--- src/rtl/rcc_pkg.sv ---
// Shared types and constants for the ranked-choice compatibility block.
package rcc_pkg;

   localparam int MAX_TYPES      = 8;
   localparam int OPTION_COUNT   = 8;
   localparam int RANK_WIDTH     = 4;
   localparam int RANKS_WIDTH    = OPTION_COUNT * RANK_WIDTH;
   localparam int CSR_ADDR_WIDTH = 5;
   localparam int CSR_DATA_WIDTH = 32;
   localparam int REQ_DATA_WIDTH = 16;
   localparam int RSP_DATA_WIDTH = 16;

   typedef logic [RANK_WIDTH-1:0]    rank_type;
   typedef logic [RANKS_WIDTH-1:0]   ranks_type;
   typedef logic [2:0]               option_type;
   typedef logic [6:0]               offered_type;
   typedef logic [MAX_TYPES-1:0]     type_mask_type;
   typedef logic [3:0]               type_count_type;

   // One period as it travels from the input register to the per-type checks.
   typedef struct packed {
      option_type  chosen_product;
      offered_type offered_mask;
   } period_type;

endpackage

--- src/rtl/ranked_choice_compatibility.sv ---
// Top level of the ranked-choice compatibility block with its register port.
//
// Each request item carries the products on offer in one period and the option
// chosen (0 for no purchase); the response item gives the mask of customer types
// whose configured ranking agrees with that choice, and how many they are. One
// item is taken every clock cycle while req_tready is high. An item accepted at a
// clock edge enters the input register, and its result is loaded into the output
// register once that register is free, which then presents it. While a response
// is stalled the input register still takes one further item. The rank registers
// are written over the csr_ port and should only be changed while no item is in
// flight.
module ranked_choice_compatibility #(
   parameter int NUM_TYPES    = 8,
   parameter int NUM_PRODUCTS = 7
) (
   input  logic                                 clock,
   input  logic                                 reset,
   input  logic                                 req_tvalid,
   output logic                                 req_tready,
   // [6:0] offered_mask, [9:7] chosen_product, [15:10] zero
   input  logic [rcc_pkg::REQ_DATA_WIDTH-1:0]   req_tdata,
   output logic                                 rsp_tvalid,
   input  logic                                 rsp_tready,
   // [7:0] compatible_mask, [11:8] compatible_count, [15:12] zero
   output logic [rcc_pkg::RSP_DATA_WIDTH-1:0]   rsp_tdata,
   input  logic                                 csr_psel,
   input  logic                                 csr_penable,
   input  logic                                 csr_pwrite,
   input  logic [rcc_pkg::CSR_ADDR_WIDTH-1:0]   csr_paddr,
   input  logic [rcc_pkg::CSR_DATA_WIDTH-1:0]   csr_pwdata,
   output logic [rcc_pkg::CSR_DATA_WIDTH-1:0]   csr_prdata,
   output logic                                 csr_pready
);

   rcc_pkg::ranks_type      ranks_ff [NUM_TYPES];
   logic [2:0]              csr_index;
   logic                    csr_write;

   logic                    stage_valid_ff, stage_valid_in;
   rcc_pkg::period_type     stage_period_ff;
   logic                    rsp_valid_ff, rsp_valid_in;
   rcc_pkg::type_mask_type  rsp_mask_ff, rsp_mask_in;
   rcc_pkg::type_count_type rsp_count_ff, rsp_count_in;

   logic                    rsp_free;
   logic                    req_accept;
   logic [NUM_TYPES-1:0]    type_ok;

   // Register port: no wait states, word-addressed rank registers.
   assign csr_pready = 1'b1;
   assign csr_index  = csr_paddr[4:2];
   assign csr_write  = csr_psel && csr_penable && csr_pwrite;

   always_ff @(posedge clock) begin
      if (reset) begin
         for (int i = 0; i < NUM_TYPES; i++) begin
            ranks_ff[i] <= '0;
         end
      end else if (csr_write) begin
         for (int i = 0; i < NUM_TYPES; i++) begin
            if (csr_index == 3'(i)) begin
               ranks_ff[i] <= csr_pwdata;
            end
         end
      end
   end

   always_comb begin
      csr_prdata = '0;
      for (int i = 0; i < NUM_TYPES; i++) begin
         if (csr_index == 3'(i)) begin
            csr_prdata = ranks_ff[i];
         end
      end
   end

   // Two-register pipeline; the input register empties whenever the output frees.
   assign rsp_free       = !rsp_valid_ff || rsp_tready;
   assign req_tready     = !stage_valid_ff || rsp_free;
   assign req_accept     = req_tvalid && req_tready;
   assign stage_valid_in = req_accept || (stage_valid_ff && !rsp_free);
   assign rsp_valid_in   = rsp_free ? stage_valid_ff : rsp_valid_ff;

   always_ff @(posedge clock) begin
      if (reset) begin
         stage_valid_ff <= 1'b0;
         rsp_valid_ff   <= 1'b0;
      end else begin
         stage_valid_ff <= stage_valid_in;
         rsp_valid_ff   <= rsp_valid_in;
      end
   end

   always_ff @(posedge clock) begin
      if (req_accept) begin
         stage_period_ff.offered_mask   <= req_tdata[6:0];
         stage_period_ff.chosen_product <= req_tdata[9:7];
      end
      if (rsp_free && stage_valid_ff) begin
         rsp_mask_ff  <= rsp_mask_in;
         rsp_count_ff <= rsp_count_in;
      end
   end

   for (genvar t = 0; t < NUM_TYPES; t++) begin : g_type
      rcc_type_check #(
         .NUM_PRODUCTS (NUM_PRODUCTS)
      ) u_check (
         .ranks      (ranks_ff[t]),
         .period     (stage_period_ff),
         .compatible (type_ok[t])
      );
   end

   always_comb begin
      rsp_mask_in  = '0;
      rsp_count_in = '0;
      for (int i = 0; i < NUM_TYPES; i++) begin
         rsp_mask_in[i] = type_ok[i];
         rsp_count_in   = rsp_count_in + rcc_pkg::type_count_type'(type_ok[i]);
      end
   end

   assign rsp_tvalid = rsp_valid_ff;
   assign rsp_tdata  = {4'b0000, rsp_count_ff, rsp_mask_ff};

   // The count always agrees with the mask it travels with.
   assert property (@(posedge clock) disable iff (reset)
      rsp_valid_ff |-> (32'(rsp_count_ff) == 32'($countones(rsp_mask_ff))))
      else $error("compatible_count does not match compatible_mask");

   // Types beyond the configured number are never reported.
   assert property (@(posedge clock) disable iff (reset)
      rsp_valid_ff |-> ((16'(rsp_mask_ff) >> NUM_TYPES) == 16'd0))
      else $error("mask bit set for an unconfigured type");

   // A waiting item in the input register is not dropped while the output stalls.
   assert property (@(posedge clock) disable iff (reset)
      (stage_valid_ff && !rsp_free) |=> (stage_valid_ff && $stable(stage_period_ff)))
      else $error("input register lost an item during a stall");

   // An item in the input register reaches the output once the output frees.
   assert property (@(posedge clock) disable iff (reset)
      (stage_valid_ff && rsp_free) |=> rsp_valid_ff)
      else $error("item did not advance to the output register");

endmodule

--- src/rtl/rcc_type_check.sv ---
// Compatibility check of one customer type against one period.
module rcc_type_check #(
   parameter int NUM_PRODUCTS = 7
) (
   input  rcc_pkg::ranks_type  ranks,
   input  rcc_pkg::period_type period,
   output logic                compatible
);

   rcc_pkg::rank_type chosen_rank;
   rcc_pkg::rank_type option_rank [rcc_pkg::OPTION_COUNT];
   logic [NUM_PRODUCTS-1:0] beaten;

   always_comb begin
      for (int k = 0; k < rcc_pkg::OPTION_COUNT; k++) begin
         option_rank[k] = ranks[k*rcc_pkg::RANK_WIDTH +: rcc_pkg::RANK_WIDTH];
      end
   end

   assign chosen_rank = option_rank[period.chosen_product];

   // A product on offer other than the chosen one must not rank strictly better.
   always_comb begin
      for (int k = 1; k <= NUM_PRODUCTS; k++) begin
         beaten[k-1] = period.offered_mask[k-1]
                       && (period.chosen_product != rcc_pkg::option_type'(k))
                       && (option_rank[k] < chosen_rank);
      end
   end

   assign compatible = !(|beaten) && !(option_rank[0] < chosen_rank);

endmodule

--- config.mk ---
export PLATFORM = sky130hd
export DESIGN_NAME = ranked_choice_compatibility
export DESIGN_NICKNAME = d
export VERILOG_FILES = /design/src/rtl/rcc_pkg.sv /design/src/rtl/ranked_choice_compatibility.sv /design/src/rtl/rcc_type_check.sv
export SDC_FILE = /design/constraint.sdc
export NUM_CORES = 1
export LEC_CHECK = 0
export BUFFER_PORTS_ARGS = -buffer_cell sky130_fd_sc_hd__buf_2
export CORE_AREA = 2 2 155 271
export CTS_CLUSTER_DIAMETER = 30
export DETAILED_ROUTE_END_ITERATION = 8
export DIE_AREA = 0 0 157 273
export GPL_TIMING_DRIVEN = 1
export MAX_ROUTING_LAYER = met4
export PLACE_DENSITY = 0.67
export SETUP_SLACK_MARGIN = 0.1
export SYNTH_ARGS = -nofsm -noshare
export SYNTH_HDL_FRONTEND = slang
export SYNTH_HIERARCHICAL = 1
export SYNTH_SLANG_ARGS = --single-unit
--- constraint.sdc ---
create_clock -name clock -period 15.7 [get_ports clock]
set_clock_uncertainty 0.1 [all_clocks]
set_input_delay 0.785 -clock clock [delete_from_list [all_inputs] [get_ports clock]]
set_output_delay 0.785 -clock clock [all_outputs]
set_load 0.01 [all_outputs]
* Word level (Yosys, flattened, before mapping)
Memory sizes are Yosys's and may differ from the RTL's.
Index checks and enable logic that the tools add are counted.
Widths: inputs -> output; s select.
** Word-level totals
- Flip-flop bits (word level) :: 24
- Bits in writable memories :: 256
- Output and inout bits :: 51
- Logic and storage cells :: 283
- Memories kept :: 1
** Memory list
- ranks_ff :: words 8, width 32, read ports 8, clocked after memory_dff 0, wr ports 8, line ranked_choice_compatibility.sv:35 : rcc_pkg::ranks_type ranks_ff [NUM_TYPES];
** Operators by class
- Add/subtract/negate cells :: 7
- Order comparisons :: 65
- Equal/unequal tests :: 14
- Mux-type cells :: 74
- Bitwise gates (word level) :: 9
- Reduce and logical (&&, ||, !) cells :: 107
** Operators with widths (number)
- $mux 32 :: 16
- $lt 4x4->1 :: 64
- $bmux 4 s3 :: 8
- $logic_and 1x1->1 :: 76
- $mux 4 :: 16
- $reduce_or 7->1 :: 8
- $mux 1 :: 34
- $logic_not 1->1 :: 19
- $add 4x1->4 :: 4
- $eq 3x3->1 const B :: 4
- $ne 3x3->1 const B :: 4
- $or 1x1->1 :: 8
- $eq 3x2->1 const B :: 2
- $ne 3x2->1 const B :: 2
- $add 3x1->4 :: 1
- $ge 4x4->1 const B :: 1
- $not 3->4 :: 1
- $add 2x1->3 :: 1
- $eq 3x1->1 const B :: 1
- $logic_not 3->1 :: 1
- $logic_or 1x1->1 :: 3
- $ne 3x1->1 const B :: 1
- $add 1x1->2 :: 1

* Depth between registers and ports, before layout
Gate-level depths: netlist (run 1).
- Depth in word-level cells :: 16
- Gate-level depth with buffers :: 20
- Gate-level depth less buffers :: 18

* Cells and area by module
Netlist (run 1), hierarchy kept.
** Modules (own cells, without submodules)
- ranked_choice_compatibility :: times used 1, cells each 969, area each 12386.9 um^2
- rcc_type_check at g_type[0].u_check ... :: times used 5, cells each 103, area each 962.2 um^2
- rcc_type_check at g_type[7].u_check :: times used 1, cells each 113, area each 993.5 um^2
- rcc_type_check at g_type[1].u_check :: times used 1, cells each 102, area each 968.4 um^2
- rcc_type_check at g_type[3].u_check :: times used 1, cells each 103, area each 949.7 um^2

* Least setup slack after synthesis (run 1)
No wires, ideal clock.
- Kind :: register to register
- Start point :: register stage_period_ff[8] (netlist name)
- End point :: register rsp_count_ff[1] (data pin)
- Library setup time :: 0.250 ns
- Data arrival time :: 5.590 ns
- Slack :: 9.760 ns
- Stages on the path, launching flop included :: 20
- Clock period less this slack :: 5.940 ns
- Cell sequence :: edfxtp_1 buf_6 mux4_2 mux2i_1 ha_1 nand2_1 o2111ai_2 a21oi_1 nand4b_1 or4_1 a2111oi_2 fa_1 inv_1 fa_1 fa_1 inv_1 ha_1 inv_1 fa_1 inv_1
** Between the ends
- Elaborated cells between the ends (all ways) :: 198
** RTL lines
- start: declaration :: line ranked_choice_compatibility.sv:40 : rcc_pkg::period_type stage_period_ff;
- $not 3->4 (implied by the code) :: line rcc_type_check.sv:20 : assign chosen_rank = option_rank[period.chosen_product];
- $bmux 4 s3 :: line rcc_type_check.sv:20
- $mux 4 (implied by the code) (2 in series) :: line rcc_type_check.sv:20
- $lt 4x4->1 :: line rcc_type_check.sv:27 : && (option_rank[k] < chosen_rank);
- $logic_and 1x1->1 :: line rcc_type_check.sv:27
- $reduce_or 7->1 :: line rcc_type_check.sv:31 : assign compatible = !(|beaten) && !(option_rank[0] < chosen_rank);
- $logic_not 1->1 :: line rcc_type_check.sv:31
- $logic_and 1x1->1 (*) :: line rcc_type_check.sv:31
- named net rsp_mask_in[3] :: line ranked_choice_compatibility.sv:42 : rcc_pkg::type_mask_type rsp_mask_ff, rsp_mask_in;
- $add 3x1->4 (*) :: line ranked_choice_compatibility.sv:120 : rsp_count_in = rsp_count_in + rcc_pkg::type_count_type'(type_ok[i]);
- $add 4x1->4 (*) (4 in series) :: line ranked_choice_compatibility.sv:120
- named net rsp_count_in[1] :: line ranked_choice_compatibility.sv:43 : rcc_pkg::type_count_type rsp_count_ff, rsp_count_in;
- end signal: assignment :: line ranked_choice_compatibility.sv:101 : rsp_count_ff <= rsp_count_in;
- end: declaration :: line ranked_choice_compatibility.sv:43
Mark *: on every way through the listed nets, which the timed path passes. The rest lies on a longest branch. The select of a mux whose other input is x is not followed.
A chain may end at the register's enable or synchronous reset.

* Final worst setup path (run 1)
- Start point :: register stage_period_ff[7] (netlist name)
- End point :: register rsp_count_ff[1] (data pin)
** Between the ends
- Word-level cells in the longest chain between the ends :: 16
- Elaborated cells between the ends (all ways) :: 198
** RTL lines (line)
- $not 3->4 (implied by the code) :: rcc_type_check.sv:20
- $bmux 4 s3 :: rcc_type_check.sv:20
- $mux 4 (implied by the code) (2 in series) :: rcc_type_check.sv:20
- $lt 4x4->1 :: rcc_type_check.sv:27
- $logic_and 1x1->1 :: rcc_type_check.sv:27
- $reduce_or 7->1 :: rcc_type_check.sv:31
- $logic_not 1->1 :: rcc_type_check.sv:31
- $logic_and 1x1->1 (*) :: rcc_type_check.sv:31
- named net rsp_mask_in[0] :: ranked_choice_compatibility.sv:42
- $add 1x1->2 (*) :: ranked_choice_compatibility.sv:120
- $add 2x1->3 (*) :: ranked_choice_compatibility.sv:120
- $add 3x1->4 (*) :: ranked_choice_compatibility.sv:120
- $add 4x1->4 (*) (4 in series) :: ranked_choice_compatibility.sv:120
- named net rsp_count_in[1] :: ranked_choice_compatibility.sv:43
Marks and branches as above.

==> summary.md, run 1 <==
| Metric | Value |
|---|---|
| Met2 layer usage reported by global route | 0.605 |
| Detailed Route Iter0 Violations | 1990 |
| Clock network latency to the later pin of the worst-skew pair | 570 ps |
| Cell chosen for the clock root | clkbuf_16 |
| Post CTS Setup Buffer Count | 0 |
| Detailed-router iteration count before antenna repair | 6 |
| Synth Area in XOR/XNOR | 0.000436 |
| Total of warnings raised by yosys | 6 |
| Final Hold Viols | 0 |
| Pre-CTS worst setup slack | 8490 ps |
| Maximum fanout along the worst path | 86 |
| Least setup slack across all paths after layout | 8370 ps |
| Non-filler instance count after layout | 2465 |
| Via/cell ratio | 6.72 |
| Worst-case vdd ir drop | 0.0784 mV |
| Post-detailed-placement half-perimeter wirelength | 57.4 mm |
| Average cell area after synthesis | 11.2 um^2 |
| Area share of fa/ha/maj cells after synthesis | 0.125 |
| Setup slack of the worst register-to-register path | 8370 ps |
| Core outline area | 40600 um^2 |
| Synthesized area | 20100 um^2 |
| Startpoint of the worst register-to-register path | stage_period_ff[7]$_DFFE_PP_ |
| Cell with the most instances after synthesis | edfxtp_1 |
| Highest achievable clock rate | 137 MHz |
| Final period util | 0.467 |
| Post-CTS sizing | 0 |
| Max-Cap Viols | 0 |
| Drt total wl | 79.6 mm |
| Number of placement rows | 98 |
| Met1 capacity usage during global routing | 0.435 |
| Start-to-end type of the worst setup path | reg -> reg |
| Power after layout | 2560 uW |
| Height of the chip | 273 um |
| Count of filler cells inserted in the layout | 3541 |
| Synthesized-area fraction occupied by and/or/nand/nor cells | 0.159 |
| Number of levels the H-tree was split into | 2 |
| Launch point of the worst path | stage_period_ff[7]$_DFFE_PP_ |
| Number of antenna violations at the first check in global routing | 1 |
| Total of flip-flops plus latches after synthesis | 280 |
| Global-route usage over all layers | 0.383 |
| Endpoint, Worst Hold | stage_period_ff[0]$_DFFE_PP_ |
| Compound-Gate Fraction of Synth Area | 0.139 |
| Count of inserted antenna diode cells | 0 |
| Worst hold-check path type | in -> reg |
| Cell count of the worst reg-to-reg path | 18 |
| Share of final-layout standard cells stronger than drive strength 1 | 0.188 |
| CP arrival | 7540 ps |
| Main combinational cell family by area after synthesis | simple AND/OR/NAND/NOR gates |
| Remaining antenna violation count after routing | 0 |
| Count of cell types in the netlist | 85 |
| Leading register cell type out of synthesis | edfxtp_1 |
| Final Slew Violations | 0 |
| Ports placed on the boundary | 111 |
| Final total negative setup slack | 0 ps |
| Critical Path RT | 15920 ps |
| Post-detailed-route wirelength per cell | 32.3 um |
| Overall via count from detail_route | 16.6k |
| Total placed cells including tap cells | 2378 |
| Synth cell count leaders | 278 x edfxtp_1, 243 x nor2_1, 195 x ha_1, 149 x nand2_1, 91 x a21oi_1 |
| Synthesized netlist cell count | 1802 |
| Largest cells by area after synthesis | edfxtp_1 42%, ha_1 12%, mux4_2 5.5% |
| Met3 capacity usage during global routing | 0.0488 |
| Min-delay src | req_tdata[0] |
| Number of buffers on the longest clock path | 3 |
| Measured slew at the worst slew-check pin | 1410 ps |
| Max_slew headroom | 0.0557 |
| Final cell utilization of the core | 0.556 |
| Number of clock sinks seen by CTS | 280 |
| Floorplan die area | 42900 um^2 |
| Unrepaired setup endpoints after global routing | false |
| Post-synth top area cell | edfxtp_1 |
| Outcome | finished clean |
| Number of flops mapped to enable cells by yosys | 278 |
| Fraction of registers with async set or reset after synthesis | 0 |
| Horizontal die dimension | 157 um |
| PwrDens | 113 nW/um^2 |
| Multiplexer area fraction after synthesis | 0.114 |
| Post-synth top area share | 0.415 |
| Endpoint of the lowest-slack register-to-register path | rsp_count_ff[1]$_DFFE_PP_ |
| Total of hold buffers inserted after clock tree synthesis | 0 |
| Final Net Count | 2137 |
| Minimum clock period | 7330 ps |
| Wire length of the first global-routing pass | 112 mm |
| Maximum number of pins on one net before global-route repair | 108 |
| P_leak | 0.00863 uW |
| Final GP Congestion | 1.01 |
| Startpoint types | flip-flop |
| Final Setup Violations | 0 |
| Remaining global-route overflow | 0 |
| Type of element capturing the critical path | flip-flop |
| Vias in the first global route | 16.0k |
| GR peak layer | met2 |
| Initial Utilization | 0.495 |
| TritonCTS Buffers | 48 |
| Hold Crit Depth | 1 |
| Residual DRC count | 0 |
| Clock-pin slew on the worst setup and hold paths | 60 ps |
| Sequential cell area fraction in the yosys report | 0.417 |
| CTS tree | built |
| Area Overhead vs Synth | 12.2% |
| Total of buffers placed on input and output ports | 97 |
through the flow:
step | hold slack, ps | area [um^2]
after global placement | 397 | 20900
after CTS | 285 | 22600
after floorplan | 378 | 20100
final | 306 | 22600
after global routing | 296 | 22600
after detailed placement | 416 | 20900
cells in the final DEF (no fill, tap or decap), types with 26 or more instances in the layout:
master	Yosys	routed
edfxtp_1	278	278
nor2_1	243	243
ha_1	195	195
nand2_1	149	149
buf_2	43	96
a21oi_1	91	91
nand2b_1	77	77
inv_1	60	60
mux2i_1	54	54
clkbuf_16	0	50
mux4_2	49	49
a221oi_1	48	48
mux2_2	35	35
o31a_1	34	34
o21ai_0	32	32
nor3_1	30	30
o21a_1	27	27
buf_4	21	26
sequential cells by signal (all words and copies together), names as in the netlist:
signal	cells
rsp_count_ff	4
rsp_mask_ff	8
stage_period_ff	10
ranks_ff	256
stage_valid_ff	1
rsp_tvalid	1
critical path: stages, from the launching register on:
cell       delay [ps]
edfxtp_1          370
buf_4             570
buf_12            430
mux4_2            600
mux2i_1           730
ha_1              330
a2111oi_0         120
or3_1             380
o31a_1            250
a2111oi_2         700
fa_1              530
inv_1              70
fa_1              420
fa_1              430
inv_1              80
ha_1              160
inv_1              60
fa_1              470
inv_1              40
layout make-up:
| class | count | area [um^2] | area share |
|---|---|---|---|
| tap | 550 | 688 | 0.0305 |
| clock buffer | 52 | 1260 | 0.0558 |
| timing repair buffer | 125 | 736 | 0.0326 |
| clock inverter | 35 | 410 | 0.0182 |
| inverter | 63 | 236 | 0.0105 |
| multi-input combinational | 1360 | 10900 | 0.481 |
| sequential | 280 | 8390 | 0.372 |
report_power, final:
group / switching (uW) / internal (uW) / leakage, uW
Combinational: 326 / 207 / 0.00515
Clock: 402 / 676 / 0.000806
Sequential: 68.9 / 876 / 0.00267
kinds of logic (layout without fill, tap and decap cells):
group                    Yosys count  in the layout
AND/OR/NAND/NOR                  644            644
AO/OA/AOI/OAI                    358            358
flip-flops                       280            280
adder cells (fa/ha/maj)          199            199
buffers and inverters            165            275
multiplexers                     153            153
other                              2              5
XOR/XNOR                           1              1
how the worst max path moves through the flow:
stage / cells after the start / slack [ps] / to
final: 18 / 8370 / rsp_count_ff[1]$_DFFE_PP_
after global routing: 19 / 7980 / rsp_count_ff[2]$_DFFE_PP_
after CTS: 19 / 8450 / rsp_count_ff[1]$_DFFE_PP_
after detailed placement: 20 / 8490 / rsp_count_ff[1]$_DFFE_PP_
after global placement: 19 / 8450 / rsp_count_ff[1]$_DFFE_PP_
after floorplan: 19 / 9760 / rsp_count_ff[1]$_DFFE_PP_
per-layer routing:
layer  up-vias  part of all wire
met5         -                 0
met2       971              0.47
met1      8188              0.35
li1       7069                 -
met4         0              0.10
met3       329             0.075
(Power assumes the default switching activity.)
==> inputs of run 2 (changes only) <==
==> constraint.sdc (replaced) <==
create_clock -name clock -period 7.3 [get_ports clock]
set_clock_uncertainty 0.1 [all_clocks]
set_input_delay 0.365 -clock clock [delete_from_list [all_inputs] [get_ports clock]]
set_output_delay 0.365 -clock clock [all_outputs]
set_load 0.01 [all_outputs]
==> summary.md, run 2 (synthesis gave the netlist of run 1 again) <==
| Metric | Value |
|---|---|
| Core outline area | 40600 um^2 (unchanged) |
| Final Slew Violations | 0 (unchanged) |
| Number of buffers on the longest clock path | 3 (unchanged) |
| Max FFs per register | 256 (unchanged) |
| Least setup slack across all paths after layout | 952 ps (-7420 ps) |
| Biggest registers after layout | ranks_ff (256), stage_period_ff (10), rsp_mask_ff (8) |
| Final Setup Violations | 0 (unchanged) |
| Total of buffers placed on input and output ports | 97 (unchanged) |
| Max layer used | met4 |
| Endpoint, Worst Hold | rsp_tvalid$_SDFFE_PP0P_ |
| Non-Filler Cell Area, Final | 22500 um^2 (-0.23%) |
| Wire length of the first global-routing pass | 112 mm (about the same) |
| Type of element capturing the critical path | flip-flop |
| Endpoint of the lowest-slack register-to-register path | rsp_count_ff[2]$_DFFE_PP_ |
| Final total negative setup slack | 0 ps (unchanged) |
| Post-detailed-placement cell area | 21100 um^2 (+0.99%) |
| PwrDens | 226 nW/um^2 (+100%) |
| Number of placement rows | 98 (unchanged) |
| Drt total wl | 79.3 mm (-0.46%) |
| Residual DRC count | 0 (unchanged) |
| Highest achievable clock rate | 158 MHz (+15%) |
| Pre-CTS worst setup slack | 1070 ps (-7420 ps) |
| Post-Route Hold Slack | 31.1 ps (-275 ps) |
| P_leak | 0.00862 uW (about the same) |
| Share of final-layout standard cells stronger than drive strength 1 | 0.190 (+0.00190) |
| Hold Crit Depth | 4 (+3) |
| Via/cell ratio | 6.69 (-0.41%) |
| Max_slew headroom | 0.207 (+0.151) |
| CP arrival | 6530 ps (-1010 ps) |
| Measured slew at the worst slew-check pin | 1180 ps (-229 ps) |
| Met2 wirelength from detailed routing | 36.8 mm (-1.9%) |
| Horizontal die dimension | 157 um (unchanged) |
| Worst-case vdd ir drop | 0.156 mV (+99%) |
| Final period util | 0.870 (+0.403) |
| Setup slack of the worst register-to-register path | 950 ps (-7420 ps) |
| Worst hold-check path type | in -> reg |
| Minimum clock period | 6350 ps (-978 ps) |
| Vias in the first global route | 16.1k (+0.63%) |
| Maximum number of pins on one net before global-route repair | 82 (-24%) |
| Final Hold Viols | 0 (unchanged) |
| Startpoint types | flip-flop |
| Clock network latency to the later pin of the worst-skew pair | 550 ps (-20 ps) |
| Critical Path RT | 7480 ps (-8440 ps) |
| Start-to-end type of the worst setup path | reg -> reg |
| Leading cell type in the layout, fill and taps excluded | edfxtp_1 |
| Number of antenna violations at the first check in global routing | 1 (unchanged) |
| Detailed-router iteration count before antenna repair | 7 (+1) |
| Maximum fanout along the worst path | 18 (-79%) |
| Max-Cap Viols | 0 (unchanged) |
| Post-detailed-route wirelength per cell | 31.8 um (-1.4%) |
| CTS tree | built |
| Initial Utilization | 0.495 (unchanged) |
| Number of levels the H-tree was split into | 2 (unchanged) |
| Post-detailed-placement half-perimeter wirelength | 58.3 mm (+1.6%) |
| Detailed-route wire length on metal 1 | 27.0 mm (-3.0%) |
| Startpoint of the worst register-to-register path | stage_period_ff[7]$_DFFE_PP_ |
| Total length of routed met3 wires | 6.45 mm (+8.4%) |
| Height of the chip | 273 um (unchanged) |
| TritonCTS Buffers | 41 (-15%) |
| Number of clock sinks seen by CTS | 280 (unchanged) |
| Final GP Congestion | 1.11 (+11%) |
| Clock-pin slew on the worst setup and hold paths | 60 ps (about the same) |
| Cell chosen for the clock root | clkbuf_16 |
| Overall via count from detail_route | 16.6k (+0.56%) |
| Cell count of the worst reg-to-reg path | 19 (+1) |
| Remaining global-route overflow | 0 (unchanged) |
| Detailed Route Iter0 Violations | 1812 (-8.9%) |
| Min-delay src | rsp_tready |
| Remaining antenna violation count after routing | 0 (unchanged) |
| Count of filler cells inserted in the layout | 3474 (-1.9%) |
| Largest register by flop count | ranks_ff |
| Unrepaired setup endpoints after global routing | false |
| Outcome | finished clean |
| Ports placed on the boundary | 111 (unchanged) |
| Global-route usage over all layers | 0.383 (-0.000437) |
| Most frequent cells in the layout | 278 x edfxtp_1, 243 x nor2_1, 195 x ha_1 |
| Final Net Count | 2167 (+1.4%) |
| Floorplan die area | 42900 um^2 (unchanged) |
| Post CTS Setup Buffer Count | 0 (unchanged) |
| Area Overhead vs Synth | 12.0% |
-- run 2: changes by cell type in the layout (fill, tap and decap cells not counted) --
cell | previous run | this run
diode_2 | 0 | 1
inv_8 | 4 | 1
clkbuf_16 | 50 | 41
buf_4 | 26 | 51
clkbuf_1 | 2 | 4
clkinv_2 | 2 | 0
inv_6 | 9 | 11
buf_12 | 3 | 4
bufinv_16 | 5 | 1
clkinvlp_4 | 4 | 3
clkinv_1 | 4 | 6
clkinv_4 | 6 | 5
dlygate4sd3_1 | 0 | 11
-- run 2: worst max-delay path: stages, from the launching register on --
cell and delay (ps):
edfxtp_1 620, buf_4 430, mux4_2 540, mux2i_1 590, ha_1 290, o21a_1 130, o21a_1 150, o22ai_1 80
or4_1 420, a2111oi_2 300, buf_4 230, fa_1 420, inv_1 80, fa_1 420, fa_1 440, inv_1 70
ha_1 150, inv_1 60, fa_1 390, xnor2_1 140
-- run 2: where the power goes --
| part | internal, uW | total, uW | switching (uW) |
|---|---|---|---|
| sequential | 1880 | 2040 | 154 |
| clock | 1100 | 1880 | 789 |
| combinational | 472 | 1170 | 702 |
| total | 3450 | 5090 | 1640 |
-- run 2: layout make-up --
type / instances / area (um^2) / area share
well taps: 550 / 688 / 0.0306
clock buffers: 45 / 1040 / 0.0462
clock inverters: 28 / 255 / 0.0113
inverters: 63 / 236 / 0.0105
multi-input cells: 1360 / 10900 / 0.482
flip-flops and latches: 280 / 8390 / 0.373
diodes: 1 / 2.50 / 0.000111
repair buffers: 162 / 1050 / 0.0468
-- run 2: through the flow --
step,util,power [uW],cells
final,0.555,5090,2489
after global routing,0.555,5260,2489
after global placement,0.520,3160,2404
after floorplan,-,2750,1805
after detailed placement,0.520,3190,2404
after CTS,0.555,5060,2488
-- run 2: worst max path at each step --
stage	startpoint	to	cells after the start
detailed placement	stage_period_ff[7]$_DFFE_PP_	rsp_count_ff[2]$_DFFE_PP_	19
global placement	stage_period_ff[7]$_DFFE_PP_	rsp_count_ff[1]$_DFFE_PP_	19
global route	stage_period_ff[7]$_DFFE_PP_	rsp_count_ff[2]$_DFFE_PP_	19
finish	stage_period_ff[7]$_DFFE_PP_	rsp_count_ff[2]$_DFFE_PP_	19
CTS	stage_period_ff[7]$_DFFE_PP_	rsp_count_ff[2]$_DFFE_PP_	19
floorplan	stage_period_ff[8]$_DFFE_PP_	rsp_count_ff[1]$_DFFE_PP_	19
-- run 2: routing by layer --
| layer | GRT usage | vias to the layer above |
|---|---|---|
| met3 | 0.0507 | 342 |
| met5 | - | - |
| met1 | 0.433 | 8137 |
| met4 | 0.340 | 0 |
| li1 | - | 7127 |
| met2 | 0.590 | 1043 |
-- run 2: repair_timing --
item                      CTS  global route
resized for setup           0             0
hold endpoints to repair   11             0
hold buffers               11             0
